**src/sv/trd_pkg.sv**
```systemverilog
`timescale 1ns / 1ps
// ----------------------------------------------------------------------------
// trd_pkg: shared definitions of the telnet receive deframer
// Byte codes, result kinds, parser states, register map and the record
// type that the front end hands to the output sequencer.
// ----------------------------------------------------------------------------
package trd_pkg;

    // Widths fixed by the byte stream and the result fields
    localparam int BYTE_W   = 8;
    localparam int KIND_W   = 4;
    localparam int ADDR_W   = 5;
    localparam int DATA_W   = 32;

    // Defaults for top level parameters
    localparam int SUB_LIMIT_DEF = 128;
    localparam int QDEPTH_DEF    = 4;

    // Telnet byte codes
    localparam logic [BYTE_W-1:0] CH_NUL   = 8'd0;
    localparam logic [BYTE_W-1:0] CH_LF    = 8'd10;
    localparam logic [BYTE_W-1:0] CH_CR    = 8'd13;
    localparam logic [BYTE_W-1:0] CMD_EOF  = 8'd236;
    localparam logic [BYTE_W-1:0] CMD_SUSP = 8'd237;
    localparam logic [BYTE_W-1:0] CMD_ABRT = 8'd238;
    localparam logic [BYTE_W-1:0] CMD_EOR  = 8'd239;
    localparam logic [BYTE_W-1:0] CMD_SE   = 8'd240;
    localparam logic [BYTE_W-1:0] CMD_DM   = 8'd242;
    localparam logic [BYTE_W-1:0] CMD_BRK  = 8'd243;
    localparam logic [BYTE_W-1:0] CMD_IP   = 8'd244;
    localparam logic [BYTE_W-1:0] CMD_AO   = 8'd245;
    localparam logic [BYTE_W-1:0] CMD_AYT  = 8'd246;
    localparam logic [BYTE_W-1:0] CMD_EC   = 8'd247;
    localparam logic [BYTE_W-1:0] CMD_EL   = 8'd248;
    localparam logic [BYTE_W-1:0] CMD_SB   = 8'd250;
    localparam logic [BYTE_W-1:0] CMD_WILL = 8'd251;
    localparam logic [BYTE_W-1:0] CMD_WONT = 8'd252;
    localparam logic [BYTE_W-1:0] CMD_DO   = 8'd253;
    localparam logic [BYTE_W-1:0] CMD_DONT = 8'd254;
    localparam logic [BYTE_W-1:0] CMD_IAC  = 8'd255;
    localparam logic [BYTE_W-1:0] CHAR_NONE = 8'd255;

    // Register indexes (paddr[4:2])
    localparam logic [2:0] REG_PEER_BINARY = 3'd0;
    localparam logic [2:0] REG_LINE_MODE   = 3'd1;
    localparam logic [2:0] REG_PEER_EOR    = 3'd2;
    localparam logic [2:0] REG_ABORT_CHAR  = 3'd3;
    localparam logic [2:0] REG_ERASE_CHAR  = 3'd4;
    localparam logic [2:0] REG_KILL_CHAR   = 3'd5;

    // Result kinds
    typedef enum logic [KIND_W-1:0] {
        KIND_DATA    = 4'd0,
        KIND_IP      = 4'd1,
        KIND_BREAK   = 4'd2,
        KIND_AYT     = 4'd3,
        KIND_AO      = 4'd4,
        KIND_DM      = 4'd5,
        KIND_EOF     = 4'd6,
        KIND_SUSP    = 4'd7,
        KIND_WILL    = 4'd8,
        KIND_WONT    = 4'd9,
        KIND_DO      = 4'd10,
        KIND_DONT    = 4'd11,
        KIND_SUBBYTE = 4'd12,
        KIND_SUBEND  = 4'd13
    } t_kind;

    // Parser states, one-hot
    typedef enum logic [9:0] {
        ST_DATA = 10'b00_0000_0001,
        ST_IAC  = 10'b00_0000_0010,
        ST_CR   = 10'b00_0000_0100,
        ST_SB   = 10'b00_0000_1000,
        ST_SE   = 10'b00_0001_0000,
        ST_WILL = 10'b00_0010_0000,
        ST_WONT = 10'b00_0100_0000,
        ST_DO   = 10'b00_1000_0000,
        ST_DONT = 10'b01_0000_0000,
        ST_HELD = 10'b10_0000_0000
    } t_state;

    // Configuration seen by the parser
    typedef struct packed {
        logic              peer_binary;
        logic              line_mode;
        logic              peer_eor;
        logic [BYTE_W-1:0] abort_char;
        logic [BYTE_W-1:0] erase_char;
        logic [BYTE_W-1:0] kill_char;
    } t_cfg;

    // One result
    typedef struct packed {
        logic              vld;
        t_kind             kind;
        logic [BYTE_W-1:0] val;
    } t_res;

    // Results of one input byte (one or two)
    typedef struct packed {
        logic              two;
        t_kind             kind0;
        logic [BYTE_W-1:0] val0;
        t_kind             kind1;
        logic [BYTE_W-1:0] val1;
    } t_rec;

endpackage

```
**src/sv/telnet_receive_deframer.sv**
```systemverilog
`timescale 1ns / 1ps
// ----------------------------------------------------------------------------
// telnet_receive_deframer: telnet receive stream parser
// Splits received network bytes into terminal data and telnet events.
//
//   Channel  | Ports                                  | Transaction
//   ---------+----------------------------------------+--------------------
//   input    | i_rx_byte, push, full                  | push & ~full
//   result   | o_kind, o_value, o_last, pop, empty    | pop & ~empty
//   config   | psel, penable, pwrite, paddr, pwdata,  | psel & penable &
//            | prdata, pready                         | pwrite & pready
//
// One byte is accepted per cycle unless full; the parser steps once per byte.
// The output sequencer gives one result per cycle while pop is high and not
// empty, so a byte with two results is given out as two; the queue absorbs that.
// full rises only when the record queue (QDEPTH entries) fills up.
// Synchronous active-low reset; no clearing pass.
// ----------------------------------------------------------------------------
module telnet_receive_deframer
    import trd_pkg::*;
#(
    parameter int SUB_LIMIT = SUB_LIMIT_DEF,
    parameter int QDEPTH    = QDEPTH_DEF
) (
    input  logic              i_clk,
    input  logic              i_rst_n,
    // input bytes
    input  logic              push,
    output logic              full,
    input  logic [BYTE_W-1:0] i_rx_byte,
    // results
    input  logic              pop,
    output logic              empty,
    output logic [KIND_W-1:0] o_kind,
    output logic [BYTE_W-1:0] o_value,
    output logic              o_last,
    // configuration
    input  logic              psel,
    input  logic              penable,
    input  logic              pwrite,
    input  logic [ADDR_W-1:0] paddr,
    input  logic [DATA_W-1:0] pwdata,
    output logic [DATA_W-1:0] prdata,
    output logic              pready
);

    t_cfg cfg;
    t_rec fr_rec, q_rec;
    logic fr_vld, q_full, q_empty, q_rd, accept;

    // accept a byte whenever the record queue has room
    assign full   = q_full;
    assign accept = push & ~q_full;

    trd_cfg u_cfg (
        .i_clk   (i_clk),
        .i_rst_n (i_rst_n),
        .psel    (psel),
        .penable (penable),
        .pwrite  (pwrite),
        .paddr   (paddr),
        .pwdata  (pwdata),
        .prdata  (prdata),
        .pready  (pready),
        .o_cfg   (cfg)
    );

    trd_front #(
        .SUB_LIMIT (SUB_LIMIT)
    ) u_front (
        .i_clk     (i_clk),
        .i_rst_n   (i_rst_n),
        .i_cfg     (cfg),
        .i_accept  (accept),
        .i_rx_byte (i_rx_byte),
        .o_rec_vld (fr_vld),
        .o_rec     (fr_rec)
    );

    trd_queue #(
        .QDEPTH (QDEPTH)
    ) u_queue (
        .i_clk   (i_clk),
        .i_rst_n (i_rst_n),
        .i_wr    (fr_vld),
        .i_wdata (fr_rec),
        .i_rd    (q_rd),
        .o_rdata (q_rec),
        .o_full  (q_full),
        .o_empty (q_empty)
    );

    trd_back u_back (
        .i_clk       (i_clk),
        .i_rst_n     (i_rst_n),
        .i_rec       (q_rec),
        .i_rec_empty (q_empty),
        .o_rec_rd    (q_rd),
        .pop         (pop),
        .empty       (empty),
        .o_kind      (o_kind),
        .o_value     (o_value),
        .o_last      (o_last)
    );

endmodule

```
**src/sv/trd_cfg.sv**
```systemverilog
`timescale 1ns / 1ps
// ----------------------------------------------------------------------------
// trd_cfg: configuration registers
// APB-style register file holding the binary, line mode and EOR flags and
// the characters inserted for abort output, erase character and erase line.
// ----------------------------------------------------------------------------
module trd_cfg
    import trd_pkg::*;
(
    input  logic              i_clk,
    input  logic              i_rst_n,
    input  logic              psel,
    input  logic              penable,
    input  logic              pwrite,
    input  logic [ADDR_W-1:0] paddr,
    input  logic [DATA_W-1:0] pwdata,
    output logic [DATA_W-1:0] prdata,
    output logic              pready,
    output t_cfg              o_cfg
);

    t_cfg       r_cfg;
    logic       wr_en;
    logic [2:0] reg_idx;

    assign pready  = 1'b1;
    assign wr_en   = psel & penable & pwrite;
    assign reg_idx = paddr[ADDR_W-1:2];
    assign o_cfg   = r_cfg;

    // register writes
    always_ff @(posedge i_clk) begin
        if (!i_rst_n) begin
            r_cfg.peer_binary <= 1'b0;
            r_cfg.line_mode   <= 1'b0;
            r_cfg.peer_eor    <= 1'b0;
            r_cfg.abort_char  <= CHAR_NONE;
            r_cfg.erase_char  <= CHAR_NONE;
            r_cfg.kill_char   <= CHAR_NONE;
        end else if (wr_en) begin
            unique case (reg_idx)
                REG_PEER_BINARY: r_cfg.peer_binary <= pwdata[0];
                REG_LINE_MODE:   r_cfg.line_mode   <= pwdata[0];
                REG_PEER_EOR:    r_cfg.peer_eor    <= pwdata[0];
                REG_ABORT_CHAR:  r_cfg.abort_char  <= pwdata[BYTE_W-1:0];
                REG_ERASE_CHAR:  r_cfg.erase_char  <= pwdata[BYTE_W-1:0];
                REG_KILL_CHAR:   r_cfg.kill_char   <= pwdata[BYTE_W-1:0];
                default: ;
            endcase
        end
    end

    // read mux
    always_comb begin
        prdata = '0;
        unique case (reg_idx)
            REG_PEER_BINARY: prdata[0] = r_cfg.peer_binary;
            REG_LINE_MODE:   prdata[0] = r_cfg.line_mode;
            REG_PEER_EOR:    prdata[0] = r_cfg.peer_eor;
            REG_ABORT_CHAR:  prdata[BYTE_W-1:0] = r_cfg.abort_char;
            REG_ERASE_CHAR:  prdata[BYTE_W-1:0] = r_cfg.erase_char;
            REG_KILL_CHAR:   prdata[BYTE_W-1:0] = r_cfg.kill_char;
            default:         prdata = '0;
        endcase
    end

endmodule

```
**src/sv/trd_front.sv**
```systemverilog
`timescale 1ns / 1ps
// ----------------------------------------------------------------------------
// trd_front: telnet byte parser
// Accepts one received byte per cycle while i_accept is high, walks the telnet
// state machine and packs the one or two results that the byte causes into a record.
// ----------------------------------------------------------------------------
module trd_front
    import trd_pkg::*;
#(
    parameter int SUB_LIMIT = SUB_LIMIT_DEF
) (
    input  logic              i_clk,
    input  logic              i_rst_n,
    input  t_cfg              i_cfg,
    input  logic              i_accept,
    input  logic [BYTE_W-1:0] i_rx_byte,
    output logic              o_rec_vld,
    output t_rec              o_rec
);

    localparam logic [BYTE_W-1:0] SubMax = BYTE_W'(SUB_LIMIT);

    typedef struct packed {
        t_res   res;
        t_state nxt;
        logic   sub_clr;
    } t_step;

    t_state            r_state, n_state;
    logic [BYTE_W-1:0] r_sub_cnt, n_sub_cnt;
    t_res              res0, res1;

    // Byte in the data state
    function automatic t_step plain_step(input logic [BYTE_W-1:0] c, input t_cfg cfg);
        t_step s;
        s.res     = '{vld: 1'b1, kind: KIND_DATA, val: c};
        s.nxt     = ST_DATA;
        s.sub_clr = 1'b0;
        if (c == CMD_IAC) begin
            s.res.vld = 1'b0;
            s.nxt     = ST_IAC;
        end else if (c == CH_CR && !cfg.peer_binary) begin
            if (cfg.line_mode) begin
                s.res.vld = 1'b0;
                s.nxt     = ST_HELD;
            end else begin
                s.nxt = ST_CR;
            end
        end
        return s;
    endfunction

    // Byte following IAC
    function automatic t_step cmd_step(input logic [BYTE_W-1:0] c, input t_cfg cfg);
        t_step s;
        s.res     = '{vld: 1'b1, kind: KIND_DATA, val: '0};
        s.nxt     = ST_DATA;
        s.sub_clr = 1'b0;
        case (c)
            CMD_IP:   s.res.kind = KIND_IP;
            CMD_BRK,
            CMD_ABRT: s.res.kind = KIND_BREAK;
            CMD_AYT:  s.res.kind = KIND_AYT;
            CMD_AO: begin
                s.res.kind = KIND_AO;
                s.res.val  = cfg.abort_char;
            end
            CMD_EC: begin
                s.res.vld = (cfg.erase_char != CHAR_NONE);
                s.res.val = cfg.erase_char;
            end
            CMD_EL: begin
                s.res.vld = (cfg.kill_char != CHAR_NONE);
                s.res.val = cfg.kill_char;
            end
            CMD_DM:   s.res.kind = KIND_DM;
            CMD_SB: begin
                s.res.vld = 1'b0;
                s.nxt     = ST_SB;
                s.sub_clr = 1'b1;
            end
            CMD_WILL: begin
                s.res.vld = 1'b0;
                s.nxt     = ST_WILL;
            end
            CMD_WONT: begin
                s.res.vld = 1'b0;
                s.nxt     = ST_WONT;
            end
            CMD_DO: begin
                s.res.vld = 1'b0;
                s.nxt     = ST_DO;
            end
            CMD_DONT: begin
                s.res.vld = 1'b0;
                s.nxt     = ST_DONT;
            end
            CMD_EOR: begin
                s.res.vld  = cfg.peer_eor;
                s.res.kind = KIND_EOF;
            end
            CMD_EOF:  s.res.kind = KIND_EOF;
            CMD_SUSP: s.res.kind = KIND_SUSP;
            CMD_IAC:  s.res.val  = CMD_IAC;
            default:  s.res.vld  = 1'b0;
        endcase
        return s;
    endfunction

    // next state and results of the byte on the input
    always_comb begin
        t_step             ps;
        t_step             cs;
        logic              sub_ok;
        logic [BYTE_W-1:0] c;
        c         = i_rx_byte;
        ps        = plain_step(c, i_cfg);
        cs        = cmd_step(c, i_cfg);
        sub_ok    = (r_sub_cnt < SubMax);
        n_state   = ST_DATA;
        n_sub_cnt = r_sub_cnt;
        res0      = '{vld: 1'b0, kind: KIND_DATA, val: '0};
        res1      = '{vld: 1'b0, kind: KIND_DATA, val: '0};
        unique case (r_state)
            ST_CR: begin
                if (c != CH_NUL && c != CH_LF) begin
                    res0    = ps.res;
                    n_state = ps.nxt;
                end
            end
            ST_HELD: begin
                if (c == CH_LF) begin
                    res0 = '{vld: 1'b1, kind: KIND_DATA, val: CH_LF};
                end else begin
                    res0 = '{vld: 1'b1, kind: KIND_DATA, val: CH_CR};
                    if (c != CH_NUL) begin
                        res1    = ps.res;
                        n_state = ps.nxt;
                    end
                end
            end
            ST_IAC: begin
                res0    = cs.res;
                n_state = cs.nxt;
                if (cs.sub_clr) begin
                    n_sub_cnt = '0;
                end
            end
            ST_SB: begin
                n_state = ST_SB;
                if (c == CMD_IAC) begin
                    n_state = ST_SE;
                end else if (sub_ok) begin
                    res0      = '{vld: 1'b1, kind: KIND_SUBBYTE, val: c};
                    n_sub_cnt = r_sub_cnt + 1'b1;
                end
            end
            ST_SE: begin
                if (c == CMD_SE) begin
                    res0 = '{vld: 1'b1, kind: KIND_SUBEND, val: '0};
                end else if (c == CMD_IAC) begin
                    n_state = ST_SB;
                    if (sub_ok) begin
                        res0      = '{vld: 1'b1, kind: KIND_SUBBYTE, val: c};
                        n_sub_cnt = r_sub_cnt + 1'b1;
                    end
                end else begin
                    // malformed end: close the subnegotiation, decode as command
                    res0    = '{vld: 1'b1, kind: KIND_SUBEND, val: '0};
                    res1    = cs.res;
                    n_state = cs.nxt;
                    if (cs.sub_clr) begin
                        n_sub_cnt = '0;
                    end
                end
            end
            ST_WILL: res0 = '{vld: 1'b1, kind: KIND_WILL, val: c};
            ST_WONT: res0 = '{vld: 1'b1, kind: KIND_WONT, val: c};
            ST_DO:   res0 = '{vld: 1'b1, kind: KIND_DO,   val: c};
            ST_DONT: res0 = '{vld: 1'b1, kind: KIND_DONT, val: c};
            default: begin
                res0    = ps.res;
                n_state = ps.nxt;
            end
        endcase
    end

    // a second result only ever follows a first one
    assign o_rec_vld   = i_accept & res0.vld;
    assign o_rec.two   = res1.vld;
    assign o_rec.kind0 = res0.kind;
    assign o_rec.val0  = res0.val;
    assign o_rec.kind1 = res1.kind;
    assign o_rec.val1  = res1.val;

    // parser state
    always_ff @(posedge i_clk) begin
        if (!i_rst_n) begin
            r_state   <= ST_DATA;
            r_sub_cnt <= '0;
        end else if (i_accept) begin
            r_state   <= n_state;
            r_sub_cnt <= n_sub_cnt;
        end
    end

endmodule

```
**src/sv/trd_queue.sv**
```systemverilog
`timescale 1ns / 1ps
// ----------------------------------------------------------------------------
// trd_queue: record queue
// Small FIFO between the parser and the output sequencer so each side can
// stall on its own.
// ----------------------------------------------------------------------------
module trd_queue
    import trd_pkg::*;
#(
    parameter int QDEPTH = QDEPTH_DEF
) (
    input  logic i_clk,
    input  logic i_rst_n,
    input  logic i_wr,
    input  t_rec i_wdata,
    input  logic i_rd,
    output t_rec o_rdata,
    output logic o_full,
    output logic o_empty
);

    localparam int PTR_W = (QDEPTH > 1) ? $clog2(QDEPTH) : 1;
    localparam int CNT_W = $clog2(QDEPTH + 1);
    localparam logic [PTR_W-1:0] PtrLast = PTR_W'(QDEPTH - 1);
    localparam logic [CNT_W-1:0] CntFull = CNT_W'(QDEPTH);

    t_rec             r_mem [QDEPTH];
    logic [PTR_W-1:0] r_wr_ptr, r_rd_ptr;
    logic [CNT_W-1:0] r_cnt;
    logic             do_wr, do_rd;

    assign o_full  = (r_cnt == CntFull);
    assign o_empty = (r_cnt == '0);
    assign do_wr   = i_wr & ~o_full;
    assign do_rd   = i_rd & ~o_empty;
    assign o_rdata = r_mem[r_rd_ptr];

    // storage
    always_ff @(posedge i_clk) begin
        if (do_wr) begin
            r_mem[r_wr_ptr] <= i_wdata;
        end
    end

    // pointers and fill count
    always_ff @(posedge i_clk) begin
        if (!i_rst_n) begin
            r_wr_ptr <= '0;
            r_rd_ptr <= '0;
            r_cnt    <= '0;
        end else begin
            if (do_wr) begin
                r_wr_ptr <= (r_wr_ptr == PtrLast) ? '0 : r_wr_ptr + 1'b1;
            end
            if (do_rd) begin
                r_rd_ptr <= (r_rd_ptr == PtrLast) ? '0 : r_rd_ptr + 1'b1;
            end
            if (do_wr && !do_rd) begin
                r_cnt <= r_cnt + 1'b1;
            end else if (do_rd && !do_wr) begin
                r_cnt <= r_cnt - 1'b1;
            end
        end
    end

endmodule

```
**src/sv/trd_back.sv**
```systemverilog
`timescale 1ns / 1ps
// ----------------------------------------------------------------------------
// trd_back: output sequencer
// Holds one record in an output register and presents its one or two
// results in order, marking the final one of each input byte.
// ----------------------------------------------------------------------------
module trd_back
    import trd_pkg::*;
(
    input  logic              i_clk,
    input  logic              i_rst_n,
    input  t_rec              i_rec,
    input  logic              i_rec_empty,
    output logic              o_rec_rd,
    input  logic              pop,
    output logic              empty,
    output logic [KIND_W-1:0] o_kind,
    output logic [BYTE_W-1:0] o_value,
    output logic              o_last
);

    logic r_valid;
    logic r_idx;
    t_rec r_rec;
    logic xfer, done, load;

    assign xfer     = pop & r_valid;
    assign done     = xfer & (r_idx | ~r_rec.two);
    assign load     = (~r_valid | done) & ~i_rec_empty;
    assign o_rec_rd = load;

    assign empty   = ~r_valid;
    assign o_kind  = r_idx ? r_rec.kind1 : r_rec.kind0;
    assign o_value = r_idx ? r_rec.val1  : r_rec.val0;
    assign o_last  = r_idx | ~r_rec.two;

    // control
    always_ff @(posedge i_clk) begin
        if (!i_rst_n) begin
            r_valid <= 1'b0;
            r_idx   <= 1'b0;
        end else if (load) begin
            r_valid <= 1'b1;
            r_idx   <= 1'b0;
        end else if (done) begin
            r_valid <= 1'b0;
            r_idx   <= 1'b0;
        end else if (xfer) begin
            r_idx   <= 1'b1;
        end
    end

    // payload
    always_ff @(posedge i_clk) begin
        if (load) begin
            r_rec <= i_rec;
        end
    end

endmodule
```
**config.mk**
```make
export PLATFORM = sky130hd
export DESIGN_NAME = telnet_receive_deframer
export DESIGN_NICKNAME = d
export VERILOG_FILES = /design/src/sv/trd_pkg.sv /design/src/sv/telnet_receive_deframer.sv /design/src/sv/trd_cfg.sv /design/src/sv/trd_front.sv /design/src/sv/trd_queue.sv /design/src/sv/trd_back.sv
export SDC_FILE = /design/constraint.sdc
export NUM_CORES = 1
export LEC_CHECK = 0
export ABC_AREA = 0
export ABC_CLOCK_PERIOD_IN_PS = 4600
export BUFFER_PORTS_ARGS = -buffer_cell sky130_fd_sc_hd__buf_4
export CORE_AREA = 4 4 114 143
export DETAILED_ROUTE_END_ITERATION = 8
export DIE_AREA = 0 0 118 147
export GPL_TIMING_DRIVEN = 0
export PLACE_DENSITY = 0.86
export SETUP_SLACK_MARGIN = 0.05
export SYNTH_ARGS = -nofsm -noshare
export SYNTH_HDL_FRONTEND = slang
export SYNTH_HIERARCHICAL = 1
export SYNTH_SLANG_ARGS = --single-unit
```
**constraint.sdc**
```tcl
create_clock -name i_clk -period 4.6 [get_ports i_clk]
set_input_delay 0.92 -clock i_clk [delete_from_list [all_inputs] [get_ports i_clk]]
set_output_delay 0.92 -clock i_clk [all_outputs]
set_load 0.02 [all_outputs]
```
Yosys cells after proc, flatten, opt, wreduce, memory -nomap -nowiden. Memory sizes are Yosys's and may differ from the RTL's. A register that Yosys moved wholly into a read port is not among the register bits. Cells that the tools add are included.

Output and inout bits: 48. Memory bits (writable): 100. Bits of input ports: 52. Word-level logic and storage cells: 151. Memories: 1. Bits in registers: 54.

Bitwise operators: 16. Add/sub/neg operators: 5. $lt $le $gt $ge: 1. Reductions and logical operators: 25. Multiplexer cells: 48. Equality and inequality tests: 42.

Memory list: u_queue.r_mem (words 4, width 25, read ports 1, clocked after Yosys merged registers in 1, write ports 1, RTL line trd_queue.sv:27) `t_rec r_mem [QDEPTH];`.

Operators with widths (number): 8-bit equality test (second input constant) (18); 13-bit 2-to-1 mux (9); 13-bit one-hot mux with 9 select lines (1); 10-bit 2-to-1 mux (7); 10-bit one-hot mux with 6 select lines (1); 8-bit 2-to-1 mux (6); 9-bit one-hot mux with 5 select lines (1); 8-bit one-hot mux with 4 select lines (1); 13-bit one-hot mux with 2 select lines (1); 8-bit one-hot mux with 3 select lines (1); 3-bit one-hot mux with 7 select lines (1); 7-bit one-hot mux with 3 select lines (1); 8-bit by 4-bit equality test with 1-bit output (second input constant) (2); 8-bit != test (second input constant) (2); 2-bit AND reduction (6); 10-bit equality test (second input constant) (1); 10-bit by 2-bit equality test with 1-bit output (second input constant) (1); 10-bit by 3-bit equality test with 1-bit output (second input constant) (1); 10-bit by 4-bit equality test with 1-bit output (second input constant) (1); 10-bit by 5-bit equality test with 1-bit output (second input constant) (1); 10-bit by 6-bit equality test with 1-bit output (second input constant) (1); 10-bit by 7-bit equality test with 1-bit output (second input constant) (1); 10-bit by 8-bit equality test with 1-bit output (second input constant) (1); 10-bit by 9-bit equality test with 1-bit output (second input constant) (1); other kinds (33) (70).

Depth between registers and ports, before layout. Gate-level depths: netlist of the first run.

Depth after elaboration: 12. Mapped depth: 16. Mapped depth without buffers: 13.

Cells and area by module. Netlist of the first run, hierarchy kept.

Modules (own cells, without submodules): trd_queue (sequential area each 3183.1 µm², cells each 182, instances 1, area each 4131.5 µm²); trd_front (sequential area each 360.3 µm², cells each 293, instances 1, area each 2013.2 µm²); trd_cfg (sequential area each 540.5 µm², cells each 177, instances 1, area each 1488.9 µm²); trd_back (sequential area each 790.8 µm², cells each 51, instances 1, area each 1019.7 µm²); telnet_receive_deframer (sequential area each 0.0 µm², cells each 1, instances 1, area each 13.8 µm²).

Worst setup path after synthesis of the first run. Ideal clock, no wire load.

Path type: input-to-reg. Start point: in i_rx_byte[2]. End point: reg u_queue.r_cnt[2]. Data arrival time: 3803 ps. Path slack: 722 ps. Cell stages on the path: 15. Setup time: 76 ps. Data required time: 4524 ps. Path buffers: 2. Cell sequence: clkbuf_1 -> nor2b_1 -> nor4b_2 -> o21a_1 -> or3_1 -> a221oi_1 -> a31oi_1 -> nor2b_1 -> buf_2 -> ha_1 -> inv_1 -> fa_1 -> xor2_1 -> or3_1 -> a21boi_0.

Cells in the longest elaborated chain, start to end: 11. Elaborated cells between the ends (all ways): 34. Classes of those cells: eq/ne: 15; mux: 9; bitwise: 2; reduce/logical: 8.

Ends and longest elaborated chain: start: declaration (RTL line telnet_receive_deframer.sv:30) `input logic [BYTE_W-1:0] i_rx_byte,`; parallel branches: the longest is 5 deep, another holds 9-bit OR reduction; 13-bit one-hot mux with 9 select lines (*) (RTL line trd_front.sv:124) `unique case (r_state)`; 1-bit AND (*) (RTL line trd_front.sv:189) `assign o_rec_vld = i_accept & res0.vld;`; named net fr_vld (RTL line telnet_receive_deframer.sv:49) `logic fr_vld, q_full, q_empty, q_rd, accept;`; 1-bit AND (*) (RTL line trd_queue.sv:34) `assign do_wr = i_wr & ~o_full;`; named net u_queue.do_wr (RTL line trd_queue.sv:30) `logic do_wr, do_rd;`; 1-bit logical NOT (RTL line trd_queue.sv:60) `end else if (do_rd && !do_wr) begin`; 1-bit logical AND (RTL line trd_queue.sv:60); 2-bit nonzero test (no line); end signal: assignment (RTL line trd_queue.sv:59) `r_cnt <= r_cnt + 1'b1;`; end signal: assignment (RTL line trd_queue.sv:61) `r_cnt <= r_cnt - 1'b1;`; end: declaration (RTL line trd_queue.sv:29) `logic [CNT_W-1:0] r_cnt;`.

Mark *: on every way through the listed nets, which the timed path passes. A chain may end at the register's enable or synchronous reset.

Final worst setup path of the first run.
Start point: in i_rx_byte[7]. End point: reg u_queue.r_cnt[2].

The elaborated chain is that of the path after synthesis.

==> results of run 1 <==
## stage by stage
step | cells | util, %
global placement | 955 | 62.6
floorplan | 727 | -
finish | 988 | 66.5
global route | 988 | 66.5
detailed placement | 956 | 62.8
CTS | 988 | 66.5
## power by group
part           internal [uW]  total [uW]  switching, uW
clock                    755        1370            619
combinational            557        1200            642
sequential              2110        2200           94.9
## critical path: cells and delay by family
family                   cells  cell delay (ps)
AND/OR/NAND/NOR              5             1890
adder cells (fa/ha/maj)      2              580
AO/OA/AOI/OAI                4              860
buffers and inverters        3              370
XOR/XNOR                     1              190
## per-layer routing
| layer | vias up | wire length [um] | track usage, % |
|---|---|---|---|
| met3 | 55 | 1110 | 4.58 |
| met2 | 269 | 9980 | 40.0 |
| met1 | 2858 | 7270 | 26.1 |
| met4 | 0 | 541 | 8.50 |
| met5 | - | 0 | 0 |
| li1 | 2818 | - | - |
## repair_timing
item	4_1_cts	5_1_grt
endpoints found under the setup margin	0	100
resized for setup	0	4
hold buffers	0	0
## cell families after synthesis
logic type | count (synthesis)
adders and majority gates | 8
muxes | 60
DFF | 181
other | 3
buffers and inverters | 80
AOI/OAI and AO/OA | 128
and+or+nand+nor | 235
xor gates and xnor gates | 9
## area by class of cell
type,instances,area [um2],share of cell area (%)
flip-flops and latches,181,4870,49.2
multi-input cells,466,3400,34.4
plain buffers,70,444,4.48
clock buffers,20,437,4.41
repair buffers,47,360,3.64
well taps,182,228,2.30
clock inverters,12,121,1.23
inverters,10,37.5,0.379
## worst max path at each step
stage | slack (ps) | endpoint | start | depth (start not counted)
4_1_cts | 240 | u_queue/r_mem[3][20] | i_rx_byte[7] | 10
3_5_place_dp | -190 | u_queue/r_mem[3][21] | i_rx_byte[7] | 10
5_1_grt | 60 | u_queue/r_cnt[2] | i_rx_byte[7] | 15
3_3_place_gp | -70 | u_queue/r_mem[3][21] | i_rx_byte[7] | 10
6_report | 160 | u_queue/r_cnt[2] | i_rx_byte[7] | 15
2_1_floorplan | 720 | u_queue/r_cnt[2] | i_rx_byte[2] | 15
## cells in the final DEF (no fill, tap or decap), drive strengths merged, types with 9 or more instances in the layout
cell type / n
nand2: 35
nor3: 21
nand3: 50
nand4: 12
edfxtp: 125
o21ai: 43
inv: 14
clkbuf: 46
nand2b: 14
conb: 26
buf: 91
mux2i: 21
a21oi: 16
and2: 12
o2bb2ai: 9
nor2: 51
mux2: 13
dfxtp: 56
nor2b: 10
a22o: 10
mux4: 26
## state kept, by name, summed over array words and instances, names as in the netlist, named ones only
signal	flops
u_back/r_valid	1
u_queue/r_cnt	3
u_front/r_sub_cnt	8
u_queue/r_mem	100
u_front/r_state	10
u_back/r_rec	25
u_cfg/o_cfg	27
u_queue/r_wr_ptr	2
u_queue/r_rd_ptr	2
u_back/r_idx	1
==> impl_summary.md, run 1 <==
Status
The run finished with clean final reports.

Timing
The setup TNS is 0 ps. Setup violations remaining at the end of the flow were counted as 0. For this run, the top clock speed supported by timing is 225 MHz.

The worst-case setup margin in the final layout is 161 ps. The worst-case headroom to the max-slew limit is 32.2%. The clock period minus worst slack is 4440 ps. Setup repair after global routing left no endpoint under its margin.

The final-report hold violation count is 0. For the pin with the worst max-slew slack, the measured transition is 1010 ps. On the final layout, the worst hold slack is 510 ps. The worst path uses 96.5% of the clock period. Across the routed clock network, the largest skew measured is 8.61 ps.

The final-report max-slew violation count is 0.

Setup path
The critical path in this run is classified as input port to flip-flop. The delay of the slowest critical-path stage is 890 ps. The end of the worst register-to-register path is u_queue/r_cnt[2]. The arrival time of the worst setup path is 4800 ps. The critical path capture point type is a flip-flop.

STA classifies the critical path startpoint as an input port. For this design, the slowest cell found on the critical path is sky130_fd_sc_hd__nor4b_2. The required time reported for the critical path endpoint is 4960 ps. For the worst flop-to-flop path, the logic depth is 14. The critical-path maximum fanout is 9. Walking the worst path, the cells encountered are buf_4 > nand4_1 > nor4b_2 > o21a_1 > or3_1 > a221oi_1 > a31oi_1 > nor2b_1 > buf_2 > ha_1 > inv_1 > fa_1 > xor2_1 > or3_1 > a21boi_0. The library cell appearing most often on the critical path is sky130_fd_sc_hd__or3_1. In this run the register-to-register setup slack is 360 ps.

The startpoint of the worst register-to-register path is u_front/r_state[5].

Final layout
The filler cells instantiated in the layout total 1074. The area growth from synthesis to final layout is 14.3%. The net count of the finished layout is 853.

The final antenna diode count is 0. The final cell area excluding filler cells is 9910 um2. The fraction of layout instances using a drive strength above 1 is 22.1%.

GRT
Entering global routing, the biggest net connects 26 pins. The initial antenna violation count is 0. The combined global-route utilization of all metal layers is 22.2%. The total overflow left after global routing is 0. The first global-routing pass estimated 30400 um of wire.

The via count of the first global-routing pass is 5830.

Min path
The path class of the lowest-slack min-delay path is flip-flop to flip-flop. Along the worst hold path, the cell count comes to 2. The worst hold path terminates at u_cfg/o_cfg[26]. The startpoint identified for the worst hold timing path is u_cfg/o_cfg[26].

Floorplan
The die covers 17300 um2. The row count is 50. The die width is 118 um. The die outline height is 147 um. The number of top-level pins is 100. After floorplanning, the core was sized to cover 14900 um2. The initial utilization of the core area, before any placement, comes to 58.2%.

Clock network
For the worst-skew pair, the clock arrives at the later sink with an insertion delay of 440 ps. The longest clock path from root to sink contains 2 buffers. In this run, CTS created clock tree buffers numbering 17. Clock-pin slew was measured on the worst setup and hold paths at 70 ps.

CTS placed an instance of sky130_fd_sc_hd__clkbuf_16 at the clock tree root. The maximum level of the CTS H-tree is 4. The setup fix buffers added after clock tree synthesis is 0.

The CTS tree is built. The number of sinks on the clock net is 181.

Drt
The total number of vias is 6000. The first routing iteration left 601 violations. In the final routed layout, each cell accounts on average for 19.1 um.

After detailed routing, the total wire length is 18900 um. The total DRC errors in the routed layout is 0. The detailed-router iteration count before antenna repair is 5.

The via density per instance is 6.07. In this run the remaining antenna-violating nets after routing total 0.

Synth
The synthesized design contains 125 enable-type register cells. The fraction of the mapped netlist area in compound gates is 10.3%. Of the synthesized area, sequential elements account for 56.2%. The synthesized design devotes to its leading area cell type 43.3% of total area. The leading cell type by number of instances after synthesis is sky130_fd_sc_hd__edfxtp_1. The Yosys step of the flow raised 6 warnings.

The post-synthesis cell type count is 76. The parity-gate share of the synthesized area counting xor and xnor cells is 0.909%. The post-synthesis adder-cell area fraction is 1.24%.

The average footprint of a synthesized cell is 12.3 um2. In the post-synthesis netlist, the biggest area contributors are sky130_fd_sc_hd__edfxtp_1 (43%), sky130_fd_sc_hd__dfxtp_1 (13%), sky130_fd_sc_hd__mux4_2 (5.5%). The number of instances in the synthesized netlist is 704. The post-synthesis cell area is 8670 um2. The dominant combinational cell family by area after synthesis is simple AND/OR/NAND/NOR gates.

The flip-flop and latch count after synthesis is 181. Among all flip-flop cells after synthesis, the most frequent one is sky130_fd_sc_hd__edfxtp_1. Measured against the total synthesized area, the mux share comes to 11.1%.

After synthesis, the most frequently instantiated cells are sky130_fd_sc_hd__edfxtp_1 (125), sky130_fd_sc_hd__dfxtp_1 (56), sky130_fd_sc_hd__nand3_1 (50), sky130_fd_sc_hd__nor2_1 (50), sky130_fd_sc_hd__o21ai_0 (37). Summed over all instances, the cell type with the most area after synthesis is sky130_fd_sc_hd__edfxtp_1. For this run, asynchronously set or reset flops after synthesis account for 0%. The synthesized netlist devotes 14.5% of its cell area to simple gates.

Placed design
The worst-case setup slack after placement is -189 ps. The routability congestion estimate from global placement is 0.945. The wire-length estimate of the detail-placed layout is 13300 um. Port buffering added 46 buffers. The cell area after placement is 9340 um2.

Job
Max-cap violations in this run came to 0.

Power and ir drop
Power comes to 4770 uW. The peak supply drop is 0.000222 V. Dividing total power by cell area gives a power density of 482 nW/um2. The standby leakage power is 0.00356 uW.
(Power assumes the default switching activity.)
==> run 2: changes to the inputs <==
RECOVER_POWER = 50   (was unset)
==> run 2 against run 1 <==
Net effect: flip-flop and latch count unchanged; clock skew decreased by 0.69 ps; non-clock buffer count unchanged; final cell count unchanged; clock-buffer cell count unchanged; via count increased by 1.5%.
==> impl_summary.md, run 2 (synthesis results as in run 1) <==
Status
The flow ran to the end, and the final reports show no timing, DRC or antenna violations.

Final layout
The register name with the most flops is u_queue/r_mem. The area occupied by registers is 4870 um2. The count of filler cells inserted in the layout is 1100.

Leaving out fill and tap cells, the most frequent cells in the layout are sky130_fd_sc_hd__edfxtp_1 (125), sky130_fd_sc_hd__buf_4 (56), sky130_fd_sc_hd__dfxtp_1 (56). 0 antenna diodes ended up in the layout. The most common cell after layout, fill and taps aside is sky130_fd_sc_hd__edfxtp_1. The fraction of layout instances using a drive strength above 1 is 18.2%. The register with the most flip-flops in the layout has 100 of them. The net count of the finished layout is 853. The area used by multi-input combinational logic is 3360 um2. Relative to the synthesized area, the layout overhead comes to 12.4%. Once layout is complete, the cells apart from fillers number 988.

Drt
The detail route stage leaves a number of antenna-violating nets equal to 0. The detailed-router iteration count before antenna repair is 5. After detailed routing, the number of remaining DRC violations is 0.

In the final routed layout, each cell accounts on average for 19.2 um. The DRC marker count from the first detailed-route iteration is 635. The total wire length after detailed routing is 19000 um. The final route contains 6087 vias. The via density per instance is 6.16.

Clock network
The CTS tree is built. Clock latency on the worst-skew pair, taken at its later pin, is 430 ps. The maximum level of the CTS H-tree is 4. The clock drives 181 sinks. After clock tree synthesis, the setup repair step added 0 buffers.

For this design, the CTS-stage hold fixing added 0 buffers. Counting along the longest clock path gives a buffer depth of 2. The total of cells resized after clock tree synthesis is 0.

The clock slew at the register clock pins of the worst setup and hold paths is 70 ps. The total clock buffers created by CTS is 17. The root buffer selected by CTS is sky130_fd_sc_hd__clkbuf_16.

Placed design
The cell total after placement is 956. The count of buffers added on input and output ports is 46. The routability congestion estimate from global placement is 0.945.

The worst-case setup slack after placement is -189 ps. The half-perimeter wire length after detailed placement is 13300 um.

Setup path
In this run the critical register-to-register path is captured at u_queue/r_cnt[2]. Among all stages on the critical path, the largest delay is contributed by sky130_fd_sc_hd__nor4b_2. The critical path launch point type is an input port. The delay of the slowest critical-path stage is 860 ps. The library cell appearing most often on the critical path is sky130_fd_sc_hd__or3_1. The critical-path maximum fanout is 9. The depth of the most critical reg-to-reg path is 14.

The required time reported for the critical path endpoint is 4960 ps. The critical path goes through buf_4 > nand4_1 > nor4b_2 > o21a_1 > or3_1 > a221oi_1 > a31oi_1 > nor2b_1 > buf_2 > ha_1 > inv_1 > fa_1 > xor2_1 > or3_1 > a21boi_0. The category of cells accounting for the largest share of critical-path delay is simple AND/OR/NAND/NOR gates. The critical path capture point type is a flip-flop. The critical path is of the input port to flip-flop type. At the worst endpoint, the arrival time is 4780 ps. The setup slack of the most critical reg-to-reg path is 350 ps. The number of buffers and inverters on the critical path is 3.

The startpoint of the worst register-to-register path is u_front/r_state[5].

Job
The count of max-cap constraint violations is 0.

Timing
Headroom to the max-slew limit came out at 16.9%. Based on the critical path, the design can be clocked at up to 226 MHz. The final-report max-slew violation count was 0. The worst-margin pin slew is 1230 ps. Setup repair after global routing left no endpoint under its margin. The tightest hold path in the finished design has a slack of 505 ps. The final-report hold violation count is 0.

Setup violations remaining at the end of the flow were counted as 0. The worst-case setup margin in the final layout is 176 ps. The clock arrives with 7.91 ps of skew. The share of the clock period used by the worst path is 96.2%. The clock period minus worst slack is 4420 ps.

Floorplan
The number of top-level pins is 100. The die outline height is 147 um. After floorplanning, the core was divided into 50 placement rows. The core region area is 14900 um2.

The full die area is 17300 um2. For this configuration, the core starts out at a cell density of 58.2%. Measured along the x axis, the die boundary spans 118 um.

Power and ir drop
The peak supply drop is 0.000207 V. Power spread over the standard cell area amounts to 476 nW/um2. The internal cell power is 3300 uW.

The net switching power is 1340 uW. Summed over all cells, the static leakage comes to 0.00346 uW. The clock power share is 29.6%. The fraction of power consumed by combinational cells is 23.0%. In this run, flip-flops and latches consume 47.4% of the power. The total power after layout is 4640 uW. The switching power as a share of total power is 28.9%.

GRT
The initial antenna violation count is 0. The combined global-route utilization of all metal layers is 22.2%. Summed over all layers, the global routing overflow is 0. The first global-routing pass estimated 30400 um of wire. The via count of the first global-routing pass is 5830. The largest net degree at the start of global routing is 26.

Min path
The number of cells on the worst hold path is 2. The path class of the tightest hold or removal check is flip-flop to flip-flop. In this run the most critical hold path is launched from u_cfg/o_cfg[26].

The worst hold path endpoint is u_cfg/o_cfg[26].
[run 2: area by class of cell]
class | instances | area share, %
well taps | 182 | 2.34
flip-flops and latches | 181 | 50.1
clock inverters | 12 | 1.25
plain buffers | 70 | 4.06
repair buffers | 47 | 2.97
inverters | 10 | 0.385
clock buffers | 20 | 4.48
multi-input cells | 466 | 34.5
[run 2: tightest hold or removal path, delay by kind of cell (launching register included)]
kind,cells,cell delay (ps)
DFF,1,330
muxes,1,60
and+or+nand+nor,1,60
[run 2: per-layer routing]
layer | up-vias | GRT usage, % | share of wire [%]
met4 | 0 | 8.50 | 2.9
met5 | - | 0 | 0
met2 | 281 | 40.0 | 53
met1 | 2929 | 26.1 | 39
li1 | 2818 | - | -
met3 | 59 | 4.58 | 5.5
[run 2: worst max-delay path by stage]
| stage | to | slack [ps] | startpoint | depth (start not counted) |
|---|---|---|---|---|
| floorplan | u_queue/r_cnt[2] | 720 | i_rx_byte[2] | 15 |
| global placement | u_queue/r_mem[3][21] | -70 | i_rx_byte[7] | 10 |
| detailed placement | u_queue/r_mem[3][21] | -190 | i_rx_byte[7] | 10 |
| CTS | u_queue/r_mem[3][20] | 240 | i_rx_byte[7] | 10 |
| global route | u_queue/r_cnt[2] | 60 | i_rx_byte[7] | 15 |
| finish | u_queue/r_cnt[2] | 180 | i_rx_byte[7] | 15 |
[run 2: power by group through the flow]
stage / Combinational [uW] / Sequential [uW] / Clock, uW
2_1_floorplan: 862 / 2200 / 0
3_3_place_gp: 1140 / 2230 / 0
3_5_place_dp: 1200 / 2240 / 0
4_1_cts: 1210 / 2210 / 1390
5_1_grt: 1170 / 2230 / 1460
6_report: 1070 / 2200 / 1370
[run 2: through the flow]
stage          TNS [ps]  area, um2  utilization, %
3_5_place_dp     -17130       9340            62.8
4_1_cts               0       9900            66.5
5_1_grt               0       9740            65.4
3_3_place_gp      -5830       9330            62.6
2_1_floorplan         0       8750               -
6_report              0       9740            65.4
